**src/rtl/rmj_pkg.sv**
```systemverilog
// ---------------------------------------------------------------------------
// rmj_pkg
// Shared types and constants of the radar measurement Jacobian block.
// ---------------------------------------------------------------------------
package rmj_pkg;

	// Fixed-point format of state and result entries
	localparam int DATA_WIDTH = 32;
	localparam int FRAC_BITS  = 16;

	// Reset value of the squared range threshold (about 1e-5 in 2^-32 units)
	localparam logic [31:0] MIN_RANGE_SQ_RST = 32'd42950;

	// Result lanes, one per Jacobian entry
	localparam int LANES         = 6;
	localparam int LN_RANGE_DX   = 0;
	localparam int LN_RANGE_DY   = 1;
	localparam int LN_BEARING_DX = 2;
	localparam int LN_BEARING_DY = 3;
	localparam int LN_RATE_DX    = 4;
	localparam int LN_RATE_DY    = 5;

	// Lanes whose magnitude is the square root of the quotient
	localparam logic [LANES-1:0] LANE_ROOT = 6'b110011;

	// Divider geometry: numerator, denominator and quotient widths
	localparam int NUM_W = 224;
	localparam int DEN_W = 190;
	localparam int QUO_W = 64;

	// Square root geometry
	localparam int ROOT_W = QUO_W / 2;
	localparam int SQR_W  = ROOT_W + 2;

	// Front-to-back queue
	localparam int Q_DEPTH = 4;
	localparam int Q_AW    = 2;
	localparam int Q_CW    = 3;

	typedef logic [DATA_WIDTH-1:0] mag_t;

	typedef struct packed {
		logic signed [DATA_WIDTH-1:0] pos_x;
		logic signed [DATA_WIDTH-1:0] pos_y;
		logic signed [DATA_WIDTH-1:0] vel_x;
		logic signed [DATA_WIDTH-1:0] vel_y;
	} state_item_t;

	typedef struct packed {
		logic signed [DATA_WIDTH-1:0] range_dx;
		logic signed [DATA_WIDTH-1:0] range_dy;
		logic signed [DATA_WIDTH-1:0] bearing_dx;
		logic signed [DATA_WIDTH-1:0] bearing_dy;
		logic signed [DATA_WIDTH-1:0] rate_dx;
		logic signed [DATA_WIDTH-1:0] rate_dy;
		logic                         degenerate;
		logic                         saturated;
	} jac_item_t;

	// Sign/magnitude form of one state item
	typedef struct packed {
		mag_t px;
		mag_t py;
		mag_t vx;
		mag_t vy;
		logic npx;
		logic npy;
		logic nvx;
		logic nvy;
	} cls_t;

	// Queue status seen by front and back
	typedef struct packed {
		logic full;
		logic avail;
	} qstat_t;

endpackage

```
**src/rtl/rmj_front.sv**
```systemverilog
// ---------------------------------------------------------------------------
// rmj_front
// Accepts state items and splits each field into sign and magnitude.
// ---------------------------------------------------------------------------
module rmj_front import rmj_pkg::*; (
	input  logic        clk,
	input  logic        arst_n,
	input  logic        state_valid,
	output logic        state_stall,
	input  state_item_t state_item,
	input  qstat_t      qstat,
	output logic        push,
	output cls_t        push_item
);

	logic vld_s1;
	cls_t cls_s1;

	function automatic mag_t mag_of(logic [DATA_WIDTH-1:0] v);
		return v[DATA_WIDTH-1] ? (mag_t'(0) - v) : v;
	endfunction

	// Hold the item while the queue is full
	assign state_stall = vld_s1 && qstat.full;
	assign push        = vld_s1 && !qstat.full;
	assign push_item   = cls_s1;

	always_ff @(posedge clk or negedge arst_n) begin
		if (!arst_n) begin
			vld_s1 <= 1'b0;
		end else if (!state_stall) begin
			vld_s1 <= state_valid;
		end
	end

	// Sign/magnitude split
	always_ff @(posedge clk) begin
		if (!state_stall && state_valid) begin
			cls_s1.px  <= mag_of(state_item.pos_x);
			cls_s1.py  <= mag_of(state_item.pos_y);
			cls_s1.vx  <= mag_of(state_item.vel_x);
			cls_s1.vy  <= mag_of(state_item.vel_y);
			cls_s1.npx <= state_item.pos_x[DATA_WIDTH-1];
			cls_s1.npy <= state_item.pos_y[DATA_WIDTH-1];
			cls_s1.nvx <= state_item.vel_x[DATA_WIDTH-1];
			cls_s1.nvy <= state_item.vel_y[DATA_WIDTH-1];
		end
	end

endmodule

```
**config.mk**
```make
export PLATFORM = sky130hd
export DESIGN_NAME = rmj_front
export DESIGN_NICKNAME = d
export VERILOG_FILES = /design/src/rtl/rmj_pkg.sv /design/src/rtl/rmj_front.sv
export SDC_FILE = /design/constraint.sdc
export NUM_CORES = 1
export LEC_CHECK = 0
export ABC_AREA = 1
export BUFFER_PORTS_ARGS = -buffer_cell sky130_fd_sc_hd__buf_2
export CAP_MARGIN = 20
export CORE_MARGIN = 1
export CORE_UTILIZATION = 25
export CTS_CLUSTER_SIZE = 8
export DETAILED_ROUTE_END_ITERATION = 7
export SKIP_LAST_GASP = 1
export SLEW_MARGIN = 20
export SYNTH_ARGS = -nofsm -noshare
export SYNTH_HDL_FRONTEND = slang
export SYNTH_SLANG_ARGS = --single-unit
```
**constraint.sdc**
```tcl
create_clock -name clk -period 10.7 [get_ports clk]
set_clock_uncertainty 0.15 [all_clocks]
set_input_delay 1.605 -clock clk [delete_from_list [all_inputs] [get_ports clk]]
set_output_delay 1.605 -clock clk [all_outputs]
set_load 0.005 [all_outputs]
```
==> results_dict.tcl <==
set metrics [dict create \
    outcome "finished clean" \
    cts-root-buf "clkbuf_16" \
    r2r_end "push_item[31]" \
    tns_ns 0 \
    cts_resized 0 \
    p_leak_nw 4.71 \
    setup_viol 0 \
    synth_fa_ha_area_frac 0.0123 \
    fin_total_pwr_w 0.00145 \
    path_class "in2out" \
    path_max_fanout 2 \
    vias 7663 \
    holdWs_ns 0.352 \
    antenna_cells 0 \
    cpMaxStageDelayCell "buf_2" \
    syn_inst 1025 \
    postCtsSetupBuffers 0 \
    fmax_ghz 0.266 \
    syn_nets 1166 \
    path_cells "buf_2, nand2_1, inv_1, buf_2" \
    post-place-ws_ns 6.54 \
    drt-pass1-iter-count 5 \
    place_hpwl_um 19800 \
    ys_ff_latch 133 \
    htree_levels 4 \
    tightest_slew_ns 0.971 \
    ys.flop_type "edfxtp_1" \
    synthSimpleGateAreaFrac 0.351 \
    p_per_area_mw_per_mm2 137 \
    vias_per_cell 4.39 \
    fin_nets 1439 \
    ys.warnings.count 0 \
    synth_cell_type_count 26 \
    syn_avg_cell_area_sq_um 7.95 \
    start_kind "input pin" \
    final_hold_viol_count 0 \
    max_slew_margin 0.353 \
    synth_compound_area_frac 0.0292 \
    cts_hold_buf 0 \
    die_w_um 183 \
    layout_setup_ws_ns 6.95 \
    synth-edff-count 132 \
    cts_buffers 17 \
    gp_congestion 0.909 \
    synth-xor-area-share 0.0634 \
    r2r-start "vld_s1" \
    max_stage_delay_ns 0.13 \
    drv_cap 0 \
    cts_tree "yes" \
    crit_arrival_ns 2.00 \
    initial_core_util 0.256 \
    path_common_cell "buf_2" \
    synth_top_family_by_area "simple AND/OR/NAND/NOR gates" \
    port_buffers 265 \
    ys_seq_area_frac 0.489 \
    crit_path_start "qstat[1]" \
    fin_crit_sh 0.351 \
    synthToLayoutAreaGrowth_pct 29.4 \
    die_h_um 183 \
    grt.total_usage 0.151 \
    hold_class "reg2reg" \
    grt_pass1_vias 7402 \
    critPathCaptureType "primary output" \
    cts_buffer_depth 2 \
    async_flop_share 0.00752 \
    regArea_sq_mm 0.00399 \
    totalWireLength_um 24800 \
    die_area_sq_mm 0.0333 \
    path_clk_slew_ns 0.06 \
    rsz0062_at_grt "no" \
    drive_gt1_frac 0.270 \
    grt_start_max_net_pins 70 \
    required_ns 8.95 \
    wl_per_cell_um 14.2 \
    layout_min_cycle_time_ns 3.75 \
    syn_area_sq_mm 0.00815 \
    r2r_setup_slack_ns 7.94 \
    endpoint "state_stall" \
    num_rows 65 \
    final_util 0.332 \
    grt_pass1_wl_um 38900 \
    maxSlewViolCount 0 \
    ios 267 \
    antenna_found_initial 1 \
    clkLatencyLatePin_ns 0.44 \
    numClockSinks 133 \
    drtAntennaViolNets 0 \
    multiInputGateArea_sq_mm 0.00372 \
    drc 0 \
    yosys-mux-area-fraction 0 \
    overflow 0 \
    drtIter0Drc 466 \
    fp.coreArea_sq_mm 0.0318 \
    fill_cells 3379 \
    ir_drop_v 0.000102 \
    rr_worst_depth 5 \
]
## report_power, final
part | internal, W | leakage (nW) | switching (W)
Combinational | 0.0000822 | 3.16 | 0.000139
Sequential | 0.000621 | 1.27 | 0.00000887
Clock | 0.000345 | 0.274 | 0.000253
Total | 0.00105 | 4.71 | 0.000401
## sequential cells by signal, summed over array words and instances, names as in the netlist
signal	flops
push_item	132
vld_s1	1
## how the worst min path moves through the flow
stage	to	start	cells past startpoint	slack, ns
floorplan	vld_s1	vld_s1	2	0.31
global placement	vld_s1	vld_s1	2	0.33
detailed placement	vld_s1	vld_s1	2	0.34
CTS	vld_s1	vld_s1	2	0.35
global route	vld_s1	vld_s1	2	0.39
finish	vld_s1	vld_s1	2	0.35
## critical path, delay by kind of cell
family                 cells  cell delay (ns)
and+or+nand+nor            1             0.06
buffers and inverters      3             0.33
## cell families after synthesis
logic type | count (synthesis)
AND/OR/NAND/NOR | 678
XOR/XNOR | 59
adder cells (fa/ha/maj) | 8
buffers and inverters | 110
flip-flops | 133
AO/OA/AOI/OAI | 37
## cell type report
cell class              count  area share
multi-input cells         782       0.353
well taps                 435      0.0516
clock inverters            14      0.0145
clock buffers              18      0.0407
inverters                  97      0.0345
repair buffers            267       0.127
flip-flops and latches    133       0.378
## per-stage QoR
| stage | cells | cell area [sq um] |
|---|---|---|
| 2_1_floorplan | 1025 | 8150 |
| 3_3_place_gp | 1714 | 9960 |
| 3_5_place_dp | 1714 | 9960 |
| 4_1_cts | 1746 | 10500 |
| 5_1_grt | 1746 | 10500 |
| 6_report | 1746 | 10500 |
## layout by cell type, fill, tap and decap left out
| cell | synthesis | final |
|---|---|---|
| nand3_2 | 1 | 1 |
| clkinv_2 | 0 | 2 |
| nor2_1 | 170 | 169 |
| clkinv_4 | 0 | 2 |
| o21ai_0 | 21 | 21 |
| nor2_4 | 7 | 8 |
| nand2_1 | 363 | 363 |
| nor3_1 | 3 | 3 |
| a21oi_1 | 3 | 3 |
| o21ai_4 | 2 | 2 |
| clkbuf_1 | 1 | 1 |
| clkinvlp_4 | 0 | 4 |
| nand3b_1 | 9 | 9 |
| nor2_2 | 21 | 21 |
| nand2_2 | 15 | 15 |
| nand3_1 | 76 | 76 |
| clkbuf_16 | 0 | 17 |
| o21ai_2 | 8 | 8 |
| dfrtp_1 | 1 | 1 |
| nor3_2 | 1 | 1 |
| ha_1 | 8 | 8 |
| edfxtp_1 | 132 | 132 |
| o21ai_1 | 3 | 3 |
| nand4_1 | 12 | 12 |
| buf_2 | 7 | 265 |
| inv_1 | 97 | 97 |
| inv_6 | 0 | 4 |
| xnor2_1 | 29 | 29 |
| bufinv_16 | 0 | 2 |
| buf_4 | 4 | 2 |
| xor2_1 | 30 | 30 |
## synth_stat cells (2+ instances only)
cell type / n / area share
nand2_1: 363 / 0.17
nor2_1: 170 / 0.078
edfxtp_1: 132 / 0.49
inv_1: 97 / 0.045
nand3_1: 76 / 0.047
xor2_1: 30 / 0.032
xnor2_1: 29 / 0.031
nor2_2: 21 / 0.016
o21ai_0: 21 / 0.013
nand2_2: 15 / 0.012
nand4_1: 12 / 0.0092
nand3b_1: 9 / 0.0083
ha_1: 8 / 0.012
o21ai_2: 8 / 0.0086
buf_2: 7 / 0.0043
nor2_4: 7 / 0.0097
buf_4: 4 / 0.0037
a21oi_1: 3 / 0.0018
nor3_1: 3 / 0.0018
o21ai_1: 3 / 0.0018
o21ai_4: 2 / 0.0040
## layer usage
layer,wire length (um),vias up,track usage
met1,11400,3514,0.194
met2,11400,273,0.243
li1,-,3843,-
met3,1570,33,0.0399
met4,467,0,0.0578
met5,0,-,0
Power figures use the tool's default switching activity.
