<file path="src/rtl/rmj_pkg.sv">
// ---------------------------------------------------------------------------
// rmj_pkg
// Shared types and constants of the radar measurement Jacobian block.
// ---------------------------------------------------------------------------
package rmj_pkg;

	// Fixed-point format of state and result entries
	localparam int DATA_WIDTH = 32;
	localparam int FRAC_BITS  = 16;

	// Reset value of the squared range threshold (about 1e-5 in 2^-32 units)
	localparam logic [31:0] MIN_RANGE_SQ_RST = 32'd42950;

	// Result lanes, one per Jacobian entry
	localparam int LANES         = 6;
	localparam int LN_RANGE_DX   = 0;
	localparam int LN_RANGE_DY   = 1;
	localparam int LN_BEARING_DX = 2;
	localparam int LN_BEARING_DY = 3;
	localparam int LN_RATE_DX    = 4;
	localparam int LN_RATE_DY    = 5;

	// Lanes whose magnitude is the square root of the quotient
	localparam logic [LANES-1:0] LANE_ROOT = 6'b110011;

	// Divider geometry: numerator, denominator and quotient widths
	localparam int NUM_W = 224;
	localparam int DEN_W = 190;
	localparam int QUO_W = 64;

	// Square root geometry
	localparam int ROOT_W = QUO_W / 2;
	localparam int SQR_W  = ROOT_W + 2;

	// Front-to-back queue
	localparam int Q_DEPTH = 4;
	localparam int Q_AW    = 2;
	localparam int Q_CW    = 3;

	typedef logic [DATA_WIDTH-1:0] mag_t;

	typedef struct packed {
		logic signed [DATA_WIDTH-1:0] pos_x;
		logic signed [DATA_WIDTH-1:0] pos_y;
		logic signed [DATA_WIDTH-1:0] vel_x;
		logic signed [DATA_WIDTH-1:0] vel_y;
	} state_item_t;

	typedef struct packed {
		logic signed [DATA_WIDTH-1:0] range_dx;
		logic signed [DATA_WIDTH-1:0] range_dy;
		logic signed [DATA_WIDTH-1:0] bearing_dx;
		logic signed [DATA_WIDTH-1:0] bearing_dy;
		logic signed [DATA_WIDTH-1:0] rate_dx;
		logic signed [DATA_WIDTH-1:0] rate_dy;
		logic                         degenerate;
		logic                         saturated;
	} jac_item_t;

	// Sign/magnitude form of one state item
	typedef struct packed {
		mag_t px;
		mag_t py;
		mag_t vx;
		mag_t vy;
		logic npx;
		logic npy;
		logic nvx;
		logic nvy;
	} cls_t;

	// Queue status seen by front and back
	typedef struct packed {
		logic full;
		logic avail;
	} qstat_t;

endpackage

</file>
<file path="src/rtl/rmj_queue.sv">
// ---------------------------------------------------------------------------
// rmj_queue
// Small FIFO of classified items between the front and the back.
// ---------------------------------------------------------------------------
module rmj_queue import rmj_pkg::*; (
	input  logic   clk,
	input  logic   arst_n,
	input  logic   push,
	input  cls_t   push_item,
	input  logic   pop,
	output cls_t   head,
	output qstat_t status
);

	cls_t            mem_q [Q_DEPTH];
	logic [Q_AW-1:0] wptr_q;
	logic [Q_AW-1:0] rptr_q;
	logic [Q_CW-1:0] cnt_q;

	// Storage write
	always_ff @(posedge clk) begin
		if (push) begin
			mem_q[wptr_q] <= push_item;
		end
	end

	// Pointers and fill count
	always_ff @(posedge clk or negedge arst_n) begin
		if (!arst_n) begin
			wptr_q <= '0;
			rptr_q <= '0;
			cnt_q  <= '0;
		end else begin
			if (push) wptr_q <= wptr_q + 1'b1;
			if (pop)  rptr_q <= rptr_q + 1'b1;
			unique case ({push, pop})
				2'b10:   cnt_q <= cnt_q + 1'b1;
				2'b01:   cnt_q <= cnt_q - 1'b1;
				default: cnt_q <= cnt_q;
			endcase
		end
	end

	assign head         = mem_q[rptr_q];
	assign status.full  = (cnt_q == Q_CW'(Q_DEPTH));
	assign status.avail = (cnt_q != '0);

endmodule

</file>
<file path="config.mk">
export PLATFORM = sky130hd
export DESIGN_NAME = rmj_queue
export DESIGN_NICKNAME = d
export VERILOG_FILES = /design/src/rtl/rmj_pkg.sv /design/src/rtl/rmj_queue.sv
export SDC_FILE = /design/constraint.sdc
export NUM_CORES = 1
export LEC_CHECK = 0
export BUFFER_PORTS_ARGS = -buffer_cell sky130_fd_sc_hd__buf_2
export CAP_MARGIN = 15
export CORE_ASPECT_RATIO = 2
export CORE_MARGIN = 4
export CORE_UTILIZATION = 50
export CTS_BUF_LIST = sky130_fd_sc_hd__clkbuf_4
export DETAILED_ROUTE_END_ITERATION = 8
export GPL_TIMING_DRIVEN = 0
export PLACE_DENSITY = 0.8
export SETUP_SLACK_MARGIN = 0.02
export SLEW_MARGIN = 30
export SYNTH_ARGS = -nofsm -noshare
export SYNTH_HDL_FRONTEND = slang
export SYNTH_SLANG_ARGS = --single-unit
</file>
<file path="constraint.sdc">
create_clock -name clk -period 4.1 [get_ports clk]
set_input_delay 0.205 -clock clk [delete_from_list [all_inputs] [get_ports clk]]
set_output_delay 0.205 -clock clk [all_outputs]
set_load 0.005 [all_outputs]
</file>
==> results.txt <==
The flow ran to the end, and the final reports show no timing, DRC or antenna violations. Entering global routing, the biggest net connects 42 pins. The tool flagged a number of max-cap violations equal to 0. The critical path start-end classification is flop to output pin. In this run the worst hold path is classified as input port to flop.

The detailed-route via count is 9780. Overall power: 16.11 mW. Counting distinct cell types in the post-synthesis netlist gives 19. Among all flip-flop cells after synthesis, the most frequent one is sky130_fd_sc_hd__edfxtp_1. On the critical path the largest part of the delay comes from buffers and inverters. In this run the cell area of the synthesized design comes to 19420 sq um. Row generation in the floorplan step produced 101 rows. The number of slew-limit violations in the final report is 0. For the worst-skew pair later-pin latency, the log shows 0.79 ns. The run gives 3.89 ns as the required time of the worst setup path.

The worst setup path is captured at an output pin. The routability-driven placement congestion ratio is 0.7594, and the number of synthesized flops with an enable pin is 528. The cell type with the largest total area after synthesis is sky130_fd_sc_hd__edfxtp_1. The die extent in x came out at 147.4 um. The tools report the count of nets after finishing as 1400. The first global-routing pass estimated 64.12 mm of wire. Dividing the detail-routed via count by the number of cells gives 5.250. Relative to the synthesized area, the layout overhead comes to 26.30%.

The tools report the number of H-tree levels as 3. The number of register bits inferred by synthesis was 535; the total global routing overflow was 0. The final worst-path cycle share is 0.6659. The effective utilization at floorplan is 0.5089.

The end of the worst register-to-register path is mem_q[1][76]$_DFFE_PP_. Walking the worst path, the cells encountered are buf_2 > buf_2 > buf_2 > mux4_2 > buf_2. The average cell area after synthesis was 26.75 sq um; the slack of the worst reg-to-reg path was 1.93 ns.

The register clock-pin slew on the reported worst setup and hold paths is 0.08 ns, and the die outline area is 42250 sq um. The worst clock skew is 0.05431 ns. The sequential element share of the synthesized area is 0.8254, and the synthesized netlist net count is 868.

Counting every sink on the clock net gives 535. The detailed router finished its first iteration with 485 violations. The highest-delay cell along the critical path was sky130_fd_sc_hd__mux4_2. For the final wirelength, the log shows 41.87 mm. In this run, CTS created clock tree buffers numbering 112. Largest buffer count on any clock path: 3.

The share of Yosys cell area claimed by the top area cell type came out at 0.8164. The post-route core utilization was 0.6427; the overall fraction of global-route tracks in use was 0.2025. Dividing total power by cell area gives a power density of 656.6 nW/um^2. In this run the worst path has a maximum fanout of 10. In this run the remaining antenna-violating nets after routing total 0. The total setup violations reported at the end of the flow was 0.

During I/O placement, the number of pins put on the boundary was 270. The analysis attributes to cell leakage a power of 8.617 nW. The tools report the endpoint with the worst hold slack as mem_q[1][126]$_DFFE_PP_.

The maximum resistive drop on vdd came out at 0.5171 mV. Counting stages on the worst path, the most repeated cell is sky130_fd_sc_hd__buf_2. The first TritonRoute pass finished after 4 iterations. The worst register-to-register path begins at wptr_q[1]$_DFFE_PN0P_. The final hold violation count was 0. Setup repair after global routing left no endpoint under its margin.

The run gives 11190 as the via count of the first global-routing pass. The number of cells on the worst reg-to-reg path is 5. For this run, design rule violations remaining after detail routing come to 0.

The tools report the startpoint type of the worst setup path as a flop. For the pin with the worst max-slew slack, the measured transition is 0.7520 ns. The delay of the slowest cell on the worst path was 0.39 ns. Ranked by total cell area, the synthesized netlist is headed by sky130_fd_sc_hd__edfxtp_1 82%, sky130_fd_sc_hd__mux4_2 15%, sky130_fd_sc_hd__dfrtp_1 0.90%, sky130_fd_sc_hd__buf_6 0.46%, sky130_fd_sc_hd__buf_2 0.41%.

For the finished layout, the period the worst path requires is 2.730 ns. The combined buffer and inverter count along the critical path came out at 4. The logs give 0.4987 for the worst relative slew slack and 0.3663 GHz for the highest clock rate. Initial antenna violation count: 5.

Data arrival time of the critical path: 2.53 ns. After legalization and detailed placement, the total HPWL measured 26.23 mm. The proportion of layout cells with a drive suffix above 1 was 0.4575; the routed length per instance was 22.48 um. The quantity of gates resized following cts was 0; the count of yosys warnings during synthesis was 0.

The worst hold path passes through 2 cells. The die height was 286.7 um; the core outline area was 38160 sq um. The synthesized instance count came out at 726. In the final timing run, aggregate negative setup slack is 0 ns. The count of input and output buffers was 269. The share of async-settable or async-resettable flops after synthesis came out at 0.01308.

TritonCTS built the clock tree. In this run the most critical hold path is launched from push_item[126]. CTS placed an instance of sky130_fd_sc_hd__clkbuf_4 at the clock tree root.
## cell usage after synthesis (all sizes together) (2+ instances only)
master / count
xnor2: 2
dfrtp: 7
ha: 5
nand2: 2
clkbuf: 5
mux4: 132
inv: 6
buf: 25
xor2: 4
and2: 4
edfxtp: 528
## layer usage
layer | GRT usage | vias up | routed length (um)
met5 | 0 | - | 0
met1 | 0.2211 | 5003 | 14430
li1 | - | 4307 | -
met3 | 0.04566 | 78 | 2113
met4 | 0.09846 | 0 | 1616
met2 | 0.3694 | 392 | 23710
## flip-flops by register name, summed over array words and instances (netlist names)
name	count
cnt_q	3
rptr_q	2
wptr_q	2
mem_q	528
## kinds of logic (layout without fill, tap and decap cells)
kind of cell               count (synthesis)  after routing  synth area share
other                                      0              6                 0
AOI/OAI and AO/OA                          1              1         0.0002575
and+or+nand+nor                            9              9          0.002513
DFF                                      535            535            0.8254
buffers and inverters                     36            652           0.01127
xor gates and xnor gates                   6              6          0.002706
adders and majority gates                  6              6          0.004252
muxes                                    133            133            0.1536
## placed cells by master (no fill, tap or decap), types with 5 or more instances in the layout
| master | n |
|---|---|
| sky130_fd_sc_hd__buf_12 | 6 |
| sky130_fd_sc_hd__buf_16 | 7 |
| sky130_fd_sc_hd__buf_2 | 285 |
| sky130_fd_sc_hd__buf_6 | 8 |
| sky130_fd_sc_hd__clkbuf_1 | 5 |
| sky130_fd_sc_hd__clkbuf_4 | 149 |
| sky130_fd_sc_hd__clkinv_1 | 27 |
| sky130_fd_sc_hd__clkinv_2 | 14 |
| sky130_fd_sc_hd__dfrtp_1 | 7 |
| sky130_fd_sc_hd__diode_2 | 6 |
| sky130_fd_sc_hd__dlygate4sd3_1 | 136 |
| sky130_fd_sc_hd__edfxtp_1 | 528 |
| sky130_fd_sc_hd__ha_1 | 5 |
| sky130_fd_sc_hd__inv_1 | 6 |
| sky130_fd_sc_hd__mux4_2 | 132 |
## through the flow
step	cell area [sq um]	hold slack, ns	cells	worst slack, ns
after detailed placement	21730	0.04839	1523	1.954
after global routing	24530	0.06148	1862	1.179
after global placement	21420	0.04507	1510	-2.298
final	24530	0.1853	1863	1.370
after floorplan	19420	-0.09059	726	0.02981
after CTS	24510	0.05032	1857	1.214
## worst max-delay path by stage
stage,startpoint,end,slack [ns],depth (start not counted)
floorplan,wptr_q[0]$_DFFE_PN0P_,mem_q[3][0]$_DFFE_PP_,0.03,2
global placement,wptr_q[0]$_DFFE_PN0P_,mem_q[3][76]$_DFFE_PP_,-2.30,2
detailed placement,wptr_q[1]$_DFFE_PN0P_,mem_q[0][75]$_DFFE_PP_,1.95,5
CTS,rptr_q[1]$_DFFE_PN0P_,head[114],1.21,5
global route,rptr_q[1]$_DFFE_PN0P_,head[114],1.18,5
finish,rptr_q[1]$_DFFE_PN0P_,head[114],1.37,5
## timing repair
action / in CTS / in global routing
buffers inserted: 0 / 0
hold buffers: 136 / 0
hold endpoints to repair: 587 / 0
## worst register-to-register path, cell delays in order (launching register included)
cell and delay (ns):
sky130_fd_sc_hd__dfrtp_1 0.42, sky130_fd_sc_hd__inv_1 0.13, sky130_fd_sc_hd__ha_1 0.18, sky130_fd_sc_hd__and2_4 0.56, sky130_fd_sc_hd__buf_16 0.32, sky130_fd_sc_hd__buf_12 0.26
## final cells by class
cell class	instances	area, sq um
diodes	6	15.01
plain buffers	30	196.4
clock buffers	149	1119
clock inverters	49	300.3
fillers	2548	13630
inverters	6	22.52
multi-input cells	155	3182
flip-flops and latches	535	16030
well taps	515	644.4
repair buffers	418	3020
## where the power goes
group	internal (mW)	leakage, nW	switching (mW)
Clock	1.90	0.830	1.95
Sequential	7.13	4.93	0.229
Combinational	2.38	2.86	2.52
Total	11.4	8.62	4.70
(Power assumes the default switching activity.)
